**src/hdl/tpc_pkg.sv**
```systemverilog
`timescale 1ns / 1ps

package tpc_pkg;

  // Geometry of the datapath
  localparam int SAMPLES_PER_TARGET = 3;
  localparam int COORD_BITS         = 12;
  localparam int FRACTION_BITS      = 16;

  localparam int RES_W   = 13;
  localparam int INSET_W = 8;
  localparam int COEF_W  = 32;
  localparam int CFG_IDX_W = 2;

  localparam int CNT_W = (SAMPLES_PER_TARGET > 1) ? $clog2(SAMPLES_PER_TARGET) : 1;
  localparam int SUM_W = COORD_BITS + CNT_W;

  // Target coordinates carry one sign bit over the resolution
  localparam int TGT_W = RES_W + 1;

  // Signed numerator of the coefficient solve, fraction included
  localparam int NUM_W = RES_W + COORD_BITS + 2 + FRACTION_BITS;
  // Signed divisor: difference of two corner averages
  localparam int DEN_W = COORD_BITS + 1;
  localparam int DIV_CNT_W = $clog2(NUM_W + 1);

  localparam int MUL_A_W = COEF_W;
  localparam int MUL_B_W = SUM_W + 1;
  localparam int PROD_W  = MUL_A_W + MUL_B_W;

  // Corner average by reciprocal multiplication: exact floor for every sample sum
  localparam int AVG_SHIFT = SUM_W + CNT_W + 1;
  localparam logic signed [MUL_A_W-1:0] AVG_RECIP =
    MUL_A_W'(((longint'(1) << AVG_SHIFT) + SAMPLES_PER_TARGET - 1) / SAMPLES_PER_TARGET);

  localparam logic [RES_W-1:0]   HRES_RESET  = RES_W'(320);
  localparam logic [RES_W-1:0]   VRES_RESET  = RES_W'(240);
  localparam logic [INSET_W-1:0] INSET_RESET = INSET_W'(30);
  localparam logic [RES_W-1:0]   COORD_MAX   = RES_W'((1 << COORD_BITS) - 1);

  localparam logic signed [COEF_W-1:0] GAIN_ONE = COEF_W'(1 << FRACTION_BITS);

  localparam logic [CNT_W-1:0] CNT_START = CNT_W'(SAMPLES_PER_TARGET - 1);

  // Configuration register indexes
  localparam logic [CFG_IDX_W-1:0] CFG_HRES  = 2'd0;
  localparam logic [CFG_IDX_W-1:0] CFG_VRES  = 2'd1;
  localparam logic [CFG_IDX_W-1:0] CFG_INSET = 2'd2;

  // Input action codes
  localparam logic ACT_TOUCH = 1'b0;
  localparam logic ACT_START = 1'b1;

  typedef enum logic [1:0] {
    MODE_NORMAL      = 2'd0,
    MODE_UPPER_LEFT  = 2'd1,
    MODE_LOWER_RIGHT = 2'd2,
    MODE_WAIT_LEAVE  = 2'd3
  } mode_t;

  typedef enum logic [3:0] {
    CS_IDLE,
    CS_MUL,
    CS_CLAMP,
    CS_SUM,
    CS_AVG,
    CS_SOLVE_CHK,
    CS_SOLVE_M1,
    CS_SOLVE_M2,
    CS_OFF_ISS,
    CS_OFF_WAIT,
    CS_GAIN_ISS,
    CS_GAIN_WAIT,
    CS_DONE
  } ctl_state_t;

  typedef enum logic [1:0] {
    DIV_IDLE,
    DIV_RUN,
    DIV_FIX
  } div_state_t;

  typedef struct packed {
    logic                    start;
    logic signed [NUM_W-1:0] numer;
    logic signed [DEN_W-1:0] denom;
  } div_req_t;

  typedef struct packed {
    logic                     done;
    logic signed [COEF_W-1:0] quot;
  } div_rsp_t;

endpackage

```
**src/hdl/two_point_touch_calibrator.sv**
```systemverilog
`timescale 1ns / 1ps
// Two-point touch calibrator. One item in flight; in_ready is high only while idle, so
// a new item is taken only once the last one's result has entered the output register.
// Solves run on the 43-step serial divider; a result waiting in the output register holds
// the next one. Reset (rst_n low, synchronous): normal mode, unity gains, zero offsets,
// default config.

module two_point_touch_calibrator (
  input  logic                           clk,
  input  logic                           rst_n,
  input  logic                           in_valid,
  output logic                           in_ready,
  input  logic                           in_action,
  input  logic [tpc_pkg::COORD_BITS-1:0] in_raw_x,
  input  logic [tpc_pkg::COORD_BITS-1:0] in_raw_y,
  output logic                           out_valid,
  input  logic                           out_ready,
  output logic [tpc_pkg::COORD_BITS-1:0] out_point_x,
  output logic [tpc_pkg::COORD_BITS-1:0] out_point_y,
  output logic [1:0]                     out_phase,
  output logic [1:0]                     out_touches_left,
  output logic                           out_coefficients_updated,
  output logic                           out_divide_error,
  input  logic                           cfg_valid,
  output logic                           cfg_ready,
  input  logic [tpc_pkg::CFG_IDX_W-1:0]  cfg_index,
  input  logic [tpc_pkg::RES_W-1:0]      cfg_data
);
  import tpc_pkg::*;

  ctl_state_t state_r, state_nxt;

  // Configuration
  logic [RES_W-1:0]   hres_r, vres_r;
  logic [INSET_W-1:0] inset_r;

  // Calibration state and coefficients (Q15.16)
  mode_t                    mode_r;
  logic [CNT_W-1:0]         cnt_r;
  logic signed [COEF_W-1:0] gain_x_r, offset_x_r, gain_y_r, offset_y_r;

  // Sample store and corner averages
  logic [COORD_BITS-1:0] samp_x_r [SAMPLES_PER_TARGET];
  logic [COORD_BITS-1:0] samp_y_r [SAMPLES_PER_TARGET];
  logic [COORD_BITS-1:0] avg_ul_x_r, avg_ul_y_r, avg_lr_x_r, avg_lr_y_r;

  // Working registers for the current item
  logic [COORD_BITS-1:0]    raw_x_r, raw_y_r;
  logic [COORD_BITS-1:0]    res_x_r, res_y_r;
  logic                     upd_r, derr_r;
  logic                     axis_r;
  logic [CNT_W-1:0]         sidx_r;
  logic [SUM_W-1:0]         sum_x_r, sum_y_r;
  logic signed [PROD_W-1:0] prod_r;

  // Result register
  logic                  out_valid_r;
  logic [COORD_BITS-1:0] out_point_x_r, out_point_y_r;
  logic [1:0]            out_phase_r, out_left_r;
  logic                  out_upd_r, out_derr_r;

  logic accept;
  logic out_free;

  // Per-axis selection
  logic [RES_W-1:0]         sel_res;
  logic [COORD_BITS-1:0]    sel_raw;
  logic signed [COEF_W-1:0] sel_gain, sel_off;
  logic [COORD_BITS-1:0]    sel_m1, sel_m2;
  logic signed [TGT_W-1:0]  tgt1, tgt2;
  logic signed [TGT_W:0]    tgt_diff;
  logic signed [DEN_W-1:0]  sel_den;
  logic                     any_zero;

  // Shared multiplier
  logic signed [MUL_A_W-1:0] mul_a;
  logic signed [MUL_B_W-1:0] mul_b;
  logic signed [PROD_W-1:0]  mul_p;

  // Output mapping
  logic signed [PROD_W:0] clamp_sum;
  logic signed [PROD_W:0] clamp_v;
  logic [RES_W-1:0]       hi_raw, hi_c;
  logic [COORD_BITS-1:0]  clamp_res;

  logic [CNT_W:0] left_ext;
  logic [1:0]     left_val;

  div_req_t div_req;
  div_rsp_t div_rsp;

  tpc_div u_div (
    .clk   (clk),
    .rst_n (rst_n),
    .req   (div_req),
    .rsp   (div_rsp)
  );

  assign in_ready  = (state_r == CS_IDLE);
  assign accept    = in_valid && in_ready;
  assign out_free  = !out_valid_r || out_ready;
  assign cfg_ready = 1'b1;

  assign out_valid                = out_valid_r;
  assign out_point_x              = out_point_x_r;
  assign out_point_y              = out_point_y_r;
  assign out_phase                = out_phase_r;
  assign out_touches_left         = out_left_r;
  assign out_coefficients_updated = out_upd_r;
  assign out_divide_error         = out_derr_r;

  // Axis muxes: axis 0 is x, axis 1 is y
  always_comb begin
    sel_res  = axis_r ? vres_r     : hres_r;
    sel_raw  = axis_r ? raw_y_r    : raw_x_r;
    sel_gain = axis_r ? gain_y_r   : gain_x_r;
    sel_off  = axis_r ? offset_y_r : offset_x_r;
    sel_m1   = axis_r ? avg_ul_y_r : avg_ul_x_r;
    sel_m2   = axis_r ? avg_lr_y_r : avg_lr_x_r;
    // Upper-left target sits at the inset, lower-right at resolution minus inset
    tgt1     = $signed({{(TGT_W - INSET_W){1'b0}}, inset_r});
    tgt2     = $signed({1'b0, sel_res}) - tgt1;
    tgt_diff = (TGT_W+1)'(tgt1) - (TGT_W+1)'(tgt2);
    sel_den  = $signed({1'b0, sel_m1}) - $signed({1'b0, sel_m2});
    any_zero = (avg_ul_x_r == avg_lr_x_r) || (avg_ul_y_r == avg_lr_y_r);
  end

  // Multiplier operands follow the step in hand
  always_comb begin
    case (state_r)
      CS_AVG: begin
        // Sample sum times the reciprocal of the sample count
        mul_a = AVG_RECIP;
        mul_b = $signed({1'b0, axis_r ? sum_y_r : sum_x_r});
      end
      CS_SOLVE_M1: begin
        mul_a = MUL_A_W'(tgt2);
        mul_b = $signed(MUL_B_W'({1'b0, sel_m1}));
      end
      CS_SOLVE_M2: begin
        mul_a = MUL_A_W'(tgt1);
        mul_b = $signed(MUL_B_W'({1'b0, sel_m2}));
      end
      default: begin
        mul_a = sel_gain;
        mul_b = $signed(MUL_B_W'({1'b0, sel_raw}));
      end
    endcase
  end

  assign mul_p = PROD_W'(mul_a) * PROD_W'(mul_b);

  // Floor by the fraction, then clamp to 0..min(res-1, coordinate max)
  always_comb begin
    clamp_sum = (PROD_W+1)'(prod_r) + (PROD_W+1)'(sel_off);
    clamp_v   = clamp_sum >>> FRACTION_BITS;
    hi_raw    = (sel_res == '0) ? '0 : sel_res - RES_W'(1);
    hi_c      = (hi_raw > COORD_MAX) ? COORD_MAX : hi_raw;
    if (clamp_v < 0) begin
      clamp_res = '0;
    end else if (clamp_v > $signed((PROD_W+1)'(hi_c))) begin
      clamp_res = hi_c[COORD_BITS-1:0];
    end else begin
      clamp_res = clamp_v[COORD_BITS-1:0];
    end
  end

  // Divider requests: offset and gain per axis
  always_comb begin
    div_req.start = (state_r == CS_OFF_ISS) || (state_r == CS_GAIN_ISS);
    case (state_r)
      CS_OFF_ISS: begin
        div_req.numer = $signed({prod_r[NUM_W-FRACTION_BITS-1:0], {FRACTION_BITS{1'b0}}});
        div_req.denom = sel_den;
      end
      default: begin
        div_req.numer = $signed(NUM_W'(tgt_diff)) <<< FRACTION_BITS;
        div_req.denom = sel_den;
      end
    endcase
  end

  // Touches still needed, saturating at three
  always_comb begin
    left_ext = (CNT_W+1)'(cnt_r) + (CNT_W+1)'(1);
    if (mode_r == MODE_UPPER_LEFT || mode_r == MODE_LOWER_RIGHT) begin
      left_val = (left_ext > (CNT_W+1)'(3)) ? 2'd3 : left_ext[1:0];
    end else begin
      left_val = 2'd0;
    end
  end

  // Sequencer
  always_comb begin
    state_nxt = state_r;
    case (state_r)
      CS_IDLE: begin
        if (in_valid) begin
          if (in_action == ACT_START) begin
            state_nxt = CS_DONE;
          end else begin
            case (mode_r)
              MODE_NORMAL:      state_nxt = CS_MUL;
              MODE_UPPER_LEFT,
              MODE_LOWER_RIGHT: state_nxt = (cnt_r == '0) ? CS_SUM : CS_DONE;
              MODE_WAIT_LEAVE:  state_nxt = CS_SOLVE_CHK;
              default:          state_nxt = CS_DONE;
            endcase
          end
        end
      end
      CS_MUL:       state_nxt = CS_CLAMP;
      CS_CLAMP:     state_nxt = axis_r ? CS_DONE : CS_MUL;
      CS_SUM:       if (sidx_r == CNT_START) state_nxt = CS_AVG;
      CS_AVG:       state_nxt = axis_r ? CS_DONE : CS_AVG;
      CS_SOLVE_CHK: state_nxt = any_zero ? CS_DONE : CS_SOLVE_M1;
      CS_SOLVE_M1:  state_nxt = CS_SOLVE_M2;
      CS_SOLVE_M2:  state_nxt = CS_OFF_ISS;
      CS_OFF_ISS:   state_nxt = CS_OFF_WAIT;
      CS_OFF_WAIT:  if (div_rsp.done) state_nxt = CS_GAIN_ISS;
      CS_GAIN_ISS:  state_nxt = CS_GAIN_WAIT;
      CS_GAIN_WAIT: if (div_rsp.done) state_nxt = axis_r ? CS_DONE : CS_SOLVE_M1;
      CS_DONE:      if (out_free) state_nxt = CS_IDLE;
      default:      state_nxt = CS_IDLE;
    endcase
  end

  always_ff @(posedge clk) begin
    if (!rst_n) begin
      state_r <= CS_IDLE;
    end else begin
      state_r <= state_nxt;
    end
  end

  // Control state, coefficients and configuration
  always_ff @(posedge clk) begin
    if (!rst_n) begin
      hres_r      <= HRES_RESET;
      vres_r      <= VRES_RESET;
      inset_r     <= INSET_RESET;
      mode_r      <= MODE_NORMAL;
      cnt_r       <= CNT_START;
      gain_x_r    <= GAIN_ONE;
      gain_y_r    <= GAIN_ONE;
      offset_x_r  <= '0;
      offset_y_r  <= '0;
      out_valid_r <= 1'b0;
    end else begin
      if (cfg_valid) begin
        case (cfg_index)
          CFG_HRES:  hres_r  <= cfg_data;
          CFG_VRES:  vres_r  <= cfg_data;
          CFG_INSET: inset_r <= cfg_data[INSET_W-1:0];
          default: ;
        endcase
      end

      // Drop the result once taken, unless the next one lands in the same cycle
      if (out_valid_r && out_ready && state_r != CS_DONE) begin
        out_valid_r <= 1'b0;
      end

      case (state_r)
        CS_IDLE: begin
          if (accept) begin
            if (in_action == ACT_START) begin
              // Restart at the upper-left target; keep the old coefficients
              mode_r <= MODE_UPPER_LEFT;
              cnt_r  <= CNT_START;
            end else if (mode_r == MODE_UPPER_LEFT || mode_r == MODE_LOWER_RIGHT) begin
              if (cnt_r != '0) begin
                cnt_r <= cnt_r - CNT_W'(1);
              end
            end
          end
        end
        CS_AVG: begin
          if (axis_r) begin
            mode_r <= (mode_r == MODE_UPPER_LEFT) ? MODE_LOWER_RIGHT : MODE_WAIT_LEAVE;
            cnt_r  <= CNT_START;
          end
        end
        CS_SOLVE_CHK: begin
          // Coinciding corners: keep all four coefficients and drop back to normal
          if (any_zero) begin
            mode_r <= MODE_NORMAL;
            cnt_r  <= CNT_START;
          end
        end
        CS_OFF_WAIT: begin
          if (div_rsp.done) begin
            if (axis_r) begin
              offset_y_r <= div_rsp.quot;
            end else begin
              offset_x_r <= div_rsp.quot;
            end
          end
        end
        CS_GAIN_WAIT: begin
          if (div_rsp.done) begin
            if (axis_r) begin
              gain_y_r <= div_rsp.quot;
              mode_r   <= MODE_NORMAL;
              cnt_r    <= CNT_START;
            end else begin
              gain_x_r <= div_rsp.quot;
            end
          end
        end
        CS_DONE: begin
          if (out_free) begin
            out_valid_r <= 1'b1;
          end
        end
        default: ;
      endcase
    end
  end

  // Datapath registers
  always_ff @(posedge clk) begin
    case (state_r)
      CS_IDLE: begin
        if (accept) begin
          raw_x_r <= in_raw_x;
          raw_y_r <= in_raw_y;
          res_x_r <= in_raw_x;
          res_y_r <= in_raw_y;
          upd_r   <= 1'b0;
          derr_r  <= 1'b0;
          axis_r  <= 1'b0;
          sidx_r  <= '0;
          sum_x_r <= '0;
          sum_y_r <= '0;
          if (in_action == ACT_TOUCH &&
              (mode_r == MODE_UPPER_LEFT || mode_r == MODE_LOWER_RIGHT)) begin
            samp_x_r[cnt_r] <= in_raw_x;
            samp_y_r[cnt_r] <= in_raw_y;
          end
        end
      end
      CS_MUL: prod_r <= mul_p;
      CS_CLAMP: begin
        if (axis_r) begin
          res_y_r <= clamp_res;
        end else begin
          res_x_r <= clamp_res;
        end
        axis_r <= ~axis_r;
      end
      CS_SUM: begin
        sum_x_r <= sum_x_r + SUM_W'(samp_x_r[sidx_r]);
        sum_y_r <= sum_y_r + SUM_W'(samp_y_r[sidx_r]);
        sidx_r  <= sidx_r + CNT_W'(1);
      end
      CS_AVG: begin
        case ({mode_r == MODE_LOWER_RIGHT, axis_r})
          2'b00:   avg_ul_x_r <= mul_p[AVG_SHIFT +: COORD_BITS];
          2'b01:   avg_ul_y_r <= mul_p[AVG_SHIFT +: COORD_BITS];
          2'b10:   avg_lr_x_r <= mul_p[AVG_SHIFT +: COORD_BITS];
          default: avg_lr_y_r <= mul_p[AVG_SHIFT +: COORD_BITS];
        endcase
        axis_r <= ~axis_r;
      end
      CS_SOLVE_CHK: begin
        if (any_zero) begin
          derr_r <= 1'b1;
        end
      end
      CS_SOLVE_M1: prod_r <= mul_p;
      CS_SOLVE_M2: prod_r <= prod_r - mul_p;
      CS_GAIN_WAIT: begin
        if (div_rsp.done) begin
          axis_r <= ~axis_r;
          if (axis_r) begin
            upd_r <= 1'b1;
          end
        end
      end
      CS_DONE: begin
        if (out_free) begin
          out_point_x_r <= res_x_r;
          out_point_y_r <= res_y_r;
          out_phase_r   <= mode_r;
          out_left_r    <= left_val;
          out_upd_r     <= upd_r;
          out_derr_r    <= derr_r;
        end
      end
      default: ;
    endcase
  end

  // A result never both installs coefficients and reports a failed solve
  a_upd_derr_excl: assert property (@(posedge clk) disable iff (!rst_n)
    out_valid |-> !(out_coefficients_updated && out_divide_error))
    else $error("updated and divide error both set");

  // Installing coefficients always lands back in normal mode
  a_upd_normal: assert property (@(posedge clk) disable iff (!rst_n)
    out_valid && out_coefficients_updated |-> out_phase == MODE_NORMAL)
    else $error("coefficients installed outside normal mode");

  // No touches pending outside the two target phases
  a_left_zero: assert property (@(posedge clk) disable iff (!rst_n)
    out_valid && (out_phase == MODE_NORMAL || out_phase == MODE_WAIT_LEAVE)
      |-> out_touches_left == 2'd0)
    else $error("touches left outside a target phase");

  // The divider finishes only while the sequencer waits for it
  a_div_done_wait: assert property (@(posedge clk) disable iff (!rst_n)
    div_rsp.done |-> (state_r == CS_OFF_WAIT || state_r == CS_GAIN_WAIT))
    else $error("divider result with no waiting step");

endmodule

```
**src/hdl/tpc_div.sv**
```systemverilog
`timescale 1ns / 1ps

// Serial signed divider: one quotient bit a cycle, floored, saturated to 32 bits.
module tpc_div (
  input  logic             clk,
  input  logic             rst_n,
  input  tpc_pkg::div_req_t req,
  output tpc_pkg::div_rsp_t rsp
);
  import tpc_pkg::*;

  div_state_t state_r, state_nxt;
  logic [NUM_W-1:0]     num_r;
  logic [DEN_W-1:0]     den_r;
  logic [DEN_W-1:0]     rem_r;
  logic                 neg_r;
  logic [DIV_CNT_W-1:0] cnt_r;

  logic [NUM_W-1:0]     n_mag;
  logic [DEN_W-1:0]     d_mag;
  logic [DEN_W:0]       rem_sh;
  logic [DEN_W:0]       rem_sub;
  logic                 sub_ok;
  logic signed [NUM_W:0] q_s;
  logic signed [NUM_W:0] q_max;
  logic signed [NUM_W:0] q_min;

  assign n_mag   = req.numer[NUM_W-1] ? NUM_W'(-req.numer) : NUM_W'(req.numer);
  assign d_mag   = req.denom[DEN_W-1] ? DEN_W'(-req.denom) : DEN_W'(req.denom);
  assign rem_sh  = {rem_r, num_r[NUM_W-1]};
  assign rem_sub = rem_sh - {1'b0, den_r};
  assign sub_ok  = (rem_sh >= {1'b0, den_r});

  assign q_max = $signed({{(NUM_W - 31){1'b0}}, 32'h7fff_ffff});
  assign q_min = $signed({{(NUM_W - 31){1'b1}}, 32'h8000_0000});

  // Floor correction for a negative quotient with a remainder
  always_comb begin
    if (neg_r) begin
      q_s = -$signed({1'b0, num_r}) - ((rem_r != '0) ? (NUM_W+1)'(1) : (NUM_W+1)'(0));
    end else begin
      q_s = $signed({1'b0, num_r});
    end
  end

  always_comb begin
    rsp.done = (state_r == DIV_FIX);
    if (q_s > q_max) begin
      rsp.quot = q_max[COEF_W-1:0];
    end else if (q_s < q_min) begin
      rsp.quot = q_min[COEF_W-1:0];
    end else begin
      rsp.quot = q_s[COEF_W-1:0];
    end
  end

  always_comb begin
    state_nxt = state_r;
    case (state_r)
      DIV_IDLE: if (req.start) state_nxt = DIV_RUN;
      DIV_RUN:  if (cnt_r == DIV_CNT_W'(1)) state_nxt = DIV_FIX;
      DIV_FIX:  state_nxt = DIV_IDLE;
      default:  state_nxt = DIV_IDLE;
    endcase
  end

  always_ff @(posedge clk) begin
    if (!rst_n) begin
      state_r <= DIV_IDLE;
    end else begin
      state_r <= state_nxt;
    end
  end

  always_ff @(posedge clk) begin
    if (state_r == DIV_IDLE && req.start) begin
      num_r <= n_mag;
      den_r <= d_mag;
      rem_r <= '0;
      neg_r <= req.numer[NUM_W-1] ^ req.denom[DEN_W-1];
      cnt_r <= DIV_CNT_W'(NUM_W);
    end else if (state_r == DIV_RUN) begin
      rem_r <= sub_ok ? rem_sub[DEN_W-1:0] : rem_sh[DEN_W-1:0];
      num_r <= {num_r[NUM_W-2:0], sub_ok};
      cnt_r <= cnt_r - DIV_CNT_W'(1);
    end
  end

endmodule
```
**config.mk**
```make
export PLATFORM = sky130hd
export DESIGN_NAME = two_point_touch_calibrator
export DESIGN_NICKNAME = d
export VERILOG_FILES = /design/src/hdl/tpc_pkg.sv /design/src/hdl/two_point_touch_calibrator.sv /design/src/hdl/tpc_div.sv
export SDC_FILE = /design/constraint.sdc
export NUM_CORES = 2
export LEC_CHECK = 0
export BUFFER_PORTS_ARGS = -buffer_cell sky130_fd_sc_hd__buf_2
export CAP_MARGIN = 20
export CORE_MARGIN = 2
export CORE_UTILIZATION = 35
export DETAILED_ROUTE_END_ITERATION = 6
export PLACE_DENSITY = 0.58
export SKIP_LAST_GASP = 1
export SLEW_MARGIN = 0
export SYNTH_ARGS = -nofsm -noshare
export SYNTH_HDL_FRONTEND = slang
export SYNTH_HIERARCHICAL = 1
export SYNTH_SLANG_ARGS = --single-unit
```
**constraint.sdc**
```tcl
create_clock -name clk -period 15.2 [get_ports clk]
set_clock_uncertainty 0.05 [all_clocks]
set_input_delay 1.52 -clock clk [delete_from_list [all_inputs] [get_ports clk]]
set_output_delay 1.52 -clock clk [all_outputs]
set_load 0.02 [all_outputs]
```
# Yosys cells after proc, flatten, opt, wreduce, memory -nomap -nowiden
# Memories as Yosys holds them, arrays and structs flattened. A register that Yosys moved wholly into a read port is not among the register bits.
# Cells that the tools add are included.
[totals]
romBits = 0
ramBits = 72
reg_bits = 455
latchBits = 0
n_memories = 2
output_inout_bits = 33
[classes]
mul = 1
addsub = 17
reduce_logical = 54
n_shift = 0
bitwise_logic = 4
n_mux = 85
magnitude_cmp = 7
div_mod_pow = 0
n_eq_ne = 42
[mem_list]
columns = ["name", "words", "width", "read_ports", "rd_ports_with_merged_regs", "wr", "line_no", "rtl"]
rows = [
  ["samp_x_r", 3, 12, 1, 1, 1, "two_point_touch_calibrator.sv:43", "logic [COORD_BITS-1:0] samp_x_r [SAMPLES_PER_TARGET];"],
  ["samp_y_r", 3, 12, 1, 1, 1, "two_point_touch_calibrator.sv:44", "logic [COORD_BITS-1:0] samp_y_r [SAMPLES_PER_TARGET];"],
]
[ops]
columns = ["cell", "count"]
rows = [
  ["43-bit two-way mux", 3],
  ["32-bit two-way mux", 4],
  ["12-bit two-way mux", 10],
  ["32-bit one-hot mux with 3 select lines", 1],
  ["47-bit one-hot mux with 2 select lines", 1],
  ["56-bit two-way mux", 1],
  ["14-bit one-hot mux with 2 select lines", 2],
  ["13-bit two-way mux", 4],
  ["4-bit one-hot mux with 13 select lines", 1],
  ["47-bit by 32-bit adder with 48-bit output", 1],
  ["12-bit one-hot mux with 2 select lines", 2],
  ["32-bit by 15-bit multiplier with 47-bit output", 1],
  ["47-bit subtractor", 1],
  ["44-bit by 32-bit > comparator with 1-bit output (second input constant)", 1],
  ["44-bit by 32-bit less-than comparator with 1-bit output (second input constant)", 1],
  ["4-bit two-way mux", 11],
  ["44-bit two-way mux", 1],
  ["43-bit negator with 44-bit output", 1],
  ["44-bit subtractor", 1],
  ["43-bit negator", 1],
  ["14-bit one-hot mux with 3 select lines", 1],
  ["2-bit two-way mux", 19],
  ["32-bit by 14-bit > comparator with 1-bit output", 1],
  ["32-bit by 1-bit less-than comparator with 1-bit output (second input constant)", 1],
  ["other kinds (53)", 139],
]

# Longest topological paths before layout
[logic_depth]
depth_word = 10
mapped_depth = 58
mapped_depth_nobuf = 55

# Cells and area by module
# The synthesis kept the hierarchy.
[modules_own_cells]
columns = ["mod", "seq_area_each_um2", "n_inst", "area_each_um2", "cells_each"]
rows = [
  ["two_point_touch_calibrator", 11811.3, 1, 41661.2, 4511],
  ["tpc_div", 2132.0, 1, 8443.1, 1054],
]

# Worst setup path after synthesis
# Ideal clock, no wire load.
[synth_timing]
path_type = "flip-flop to flip-flop"
from = "register axis_r"
to = "register prod_r[45], data pin"
path_buffers = 7
setup_ps = 269
stages_incl_launch_ff = 55
arrival_ps = 13343
path_slack_ps = 1538
required_time_ps = 14881
period_less_slack_ps = 13662
cell_sequence = "edfxtp_1 buf_6 clkbuf_1 clkbuf_1 buf_1 buf_1 mux2i_1 inv_1 ha_1 inv_1 o21ai_0 a21oi_1 o21bai_1 a211o_1 or2_2 nand3b_1 nor2_1 a21oi_1 (+19 left out) a31oi_1 o21bai_1 a21oi_1 xor2_1 ha_1 a21o_1 a21oi_1 nand3b_1 a2111oi_4 o31ai_2 a2111oi_4 nor3_2 or4_4 a41oi_2 nor4b_2 a211oi_2 xor2_1 mux2i_1"
[synth_via]
elab_chain_len = 6
elab_cells_between_ends = 12
[synth_lines]
columns = ["item", "line_no", "rtl"]
rows = [
  ["start: declaration", "two_point_touch_calibrator.sv:51", "logic axis_r;"],
  ["start signal: assignment", "two_point_touch_calibrator.sv:350", "axis_r <= ~axis_r;"],
  ["start signal: assignment", "two_point_touch_calibrator.sv:364", "axis_r <= ~axis_r;"],
  ["start signal: assignment", "two_point_touch_calibrator.sv:375", "axis_r <= ~axis_r;"],
  ["13-bit two-way mux", "two_point_touch_calibrator.sv:114", "sel_res = axis_r ? vres_r : hres_r;"],
  ["13-bit by 8-bit subtractor with 14-bit output", "two_point_touch_calibrator.sv:122", "tgt2 = $signed({1'b0, sel_res}) - tgt1;"],
  ["32-bit one-hot mux with 3 select lines", "two_point_touch_calibrator.sv:130", "case (state_r)"],
  ["32-bit by 15-bit multiplier with 47-bit output (*)", "two_point_touch_calibrator.sv:151", "assign mul_p = PROD_W'(mul_a) * PROD_W'(mul_b);"],
  ["47-bit subtractor", "two_point_touch_calibrator.sv:372", "CS_SOLVE_M2: prod_r <= prod_r - mul_p;"],
  ["47-bit one-hot mux with 2 select lines (*)", "two_point_touch_calibrator.sv:323", "case (state_r)"],
  ["end signal: assignment", "two_point_touch_calibrator.sv:343", "CS_MUL: prod_r <= mul_p;"],
  ["end signal: assignment", "two_point_touch_calibrator.sv:371", "CS_SOLVE_M1: prod_r <= mul_p;"],
  ["end signal: assignment", "two_point_touch_calibrator.sv:372", ""],
  ["end: declaration", "two_point_touch_calibrator.sv:54", "logic signed [PROD_W-1:0] prod_r;"],
]
# Mark *: on every way between the ends. The rest lies on a longest branch, timed or not.
# A chain may end at the register's enable or synchronous reset.

# Worst setup path after layout
# Same ends and word-level chain as after synthesis.

==> reports/metrics.yaml <==
final-max-slew-violation-count: 0
worstPathMaxFanout: 17
critPathBufInv: 6
htree_levels: 3
slowest_delay_ns: 0.70
min_path_type: "flop to flop"
grt_pass1_vias: 38600
grt_pass1_wl_um: 226700
yosysUniqueCellTypes: 117
core_um2: 141800
synth_top_cells_by_area: "edfxtp_1 20%, fa_1 17%, ha_1 8.3%, dfxtp_1 7.8%, nand2_1 7.0%"
worst_pin_slew_ns: 1.344
pin_count: 78
fmax_mhz: 70.63
gp_congestion: 0.9227
rows: 138
die-area_um2: 146200
fin_crit_ns: 14.16
start_util_pct: 35.34
synth-edff-count: 335
yosysTopAreaCell: "edfxtp_1"
place_inst: 7474
syn_area_um2: 50100
clockRootBuffer: "clkbuf_16"
clk_latency_ns: 0.69
setup_tns_ns: 0
clk_pin_slew_ns: 0.06
synth_seq_cells: 529
vias_per_cell: 5.174
post-dp-hpwl_um: 114300
clkSinkCount: 529
synth_warnings: 6
synth_top_flop_cell: "edfxtp_1"
cpMostUsedCell: "a21oi_1"
hold_buffers: 0
drc: 0
die_h_um: 382.4
crit_path_top_delay_cell: "edfxtp_1"
netlist.area_leader.share_pct: 20.08
grt_remaining_overflow: 0
finalNetCount: 6450
end_kind: "flop"
synthToLayoutAreaGrowth_pct: 10.48
vias: 39320
stdcell_count: 7598
grt_max_degree: 113
cp.required_ns: 15.54
antenna_left: 0
cp.arrival_ns: 14.50
first_pass_iters: 6
drive_gt1_share_pct: 7.745
finalCritPeriodShare_pct: 93.15
antenna_found_initial: 2
hold_viol_final: 0
maxCapViolCount: 0
slew_headroom_pct: 10.41
numCtsBuffers: 66
crit_type: "flop to flop"
status: "completed"
syn_inst: 5565
postSynthAreaPerCell_um2: 9.003
wl_per_cell_um: 19.04
path_delay_family: "compound AO/OA/AOI/OAI gates"
portBuffers: 76
rsz0062_at_grt: "false"
cts_tree: "done"
synth.yosys.seq_area_share_pct: 27.83
drtIter0Drc: 2815
critPathLaunchType: "flop"
grt_util_all_layers_pct: 19.77
die_w_um: 382.4
async_reset_ff_share_pct: 0
totalWireLength_um: 144700
clk_path_buf_depth: 3
finalSetupViolCount: 0
[what timing repair did]
| action | CTS | global route |
|---|---|---|
| resized for setup | 0 | 1 |
| endpoints found under the setup margin | 0 | 2 |
| buffers inserted | 0 | 0 |
[final cells by class]
type                       instances  area, um^2
timing repair buffer             163        1051
tap                             1890        2365
fill                           14150       86400
clock inverter                    31       406.6
inverter                         633        2376
multi-input combinational       4263       33290
clock buffer                      88        1914
antenna                            1       2.502
sequential                       529       13940
[stage by stage]
stage	util (%)	hold WS [ns]	instance area, um^2	setup WS [ns]
final	39.05	0.3687	55350	1.041
after CTS	39.01	0.3685	55300	1.119
after floorplan	-	0.3503	50490	1.538
after global placement	37.36	0.3537	52960	1.263
after detailed placement	37.37	0.3545	52980	1.208
after global routing	39.05	0.3753	55350	0.01237
[layer usage]
metal  wire (um)  track usage, %
met2       66730           31.92
met4        5073           6.707
met3        7810           2.737
met5           0               0
met1       65040           27.14
[worst paths after layout]
check,to,start,cells after the start,slack [ns]
min reg2reg,out_point_x[10],res_x_r[10],0,0.37
max,prod_r[45],axis_r,54,1.04
min,out_point_x[10],res_x_r[10],0,0.37
max reg2reg,prod_r[45],axis_r,54,1.04
[cells in the final DEF, fill, tap and decap left out, types with 24 or more instances in the layout]
cell type and instances:
a211oi_1 26, a21boi_0 158, a21o_1 110, a21oi_1 266
a21oi_2 33, a31oi_1 24, and2_1 82, buf_2 77
buf_4 84, clkbuf_16 71, conb_1 106, dfxtp_1 193
edfxtp_1 335, fa_1 417, ha_1 332, inv_1 631
mux2_2 51, mux2i_1 158, nand2_1 938, nand2b_1 32
nand3_1 62, nand4_1 36, nor2_1 290, nor2b_1 38
nor3_1 55, nor4_1 29, o21a_1 36, o21ai_0 286
o21ai_1 44, o21bai_1 47, o31ai_1 33, xnor2_1 150
xor2_1 139
[synthesized netlist by cell type (all sizes together) (63+ instances only)]
| master | count |
|---|---|
| xor2 | 139 |
| a21boi | 159 |
| a21o | 110 |
| and2 | 83 |
| nor3 | 63 |
| a21oi | 302 |
| nand2 | 943 |
| edfxtp | 335 |
| mux2i | 158 |
| nand3 | 63 |
| ha | 332 |
| nor2 | 291 |
| dfxtp | 194 |
| clkbuf | 205 |
| fa | 417 |
| o21ai | 331 |
| inv | 633 |
| xnor2 | 150 |
[sequential cells by signal (all words and copies together), names as in the netlist, 13 cells and up, named ones only]
signal,cells
samp_y_r,36
offset_y_r,32
sum_y_r,14
hres_r,13
gain_y_r,32
prod_r,47
vres_r,13
offset_x_r,32
u_div/rem_r,13
gain_x_r,32
sum_x_r,14
u_div/num_r,43
samp_x_r,36
u_div/den_r,13
[logic make-up (layout without fill, tap and decap cells)]
family          Yosys count  after routing  share of synthesized area (%)
xor+xnor                289            289                          5.052
simple gates           1685           1685                          15.03
other cells               2            107                        0.01499
fa+ha+maj               752            752                          25.01
flops                   529            529                          27.83
mux                     210            210                          4.333
compound gates         1221           1221                          16.02
buf+inv                 877            915                          6.712
[worst register-to-register path: cells and delay by family (launching register included)]
family | cells | cell delay, ns
compound gates | 23 | 4.74
fa+ha+maj | 9 | 4.09
simple gates | 12 | 2.49
buf+inv | 6 | 0.75
flops | 1 | 0.70
mux | 2 | 0.64
xor+xnor | 2 | 0.38
Power is left out: the tool's default activity adds up to more than one toggle a clock period on the data nets, which glitch-free logic cannot reach.
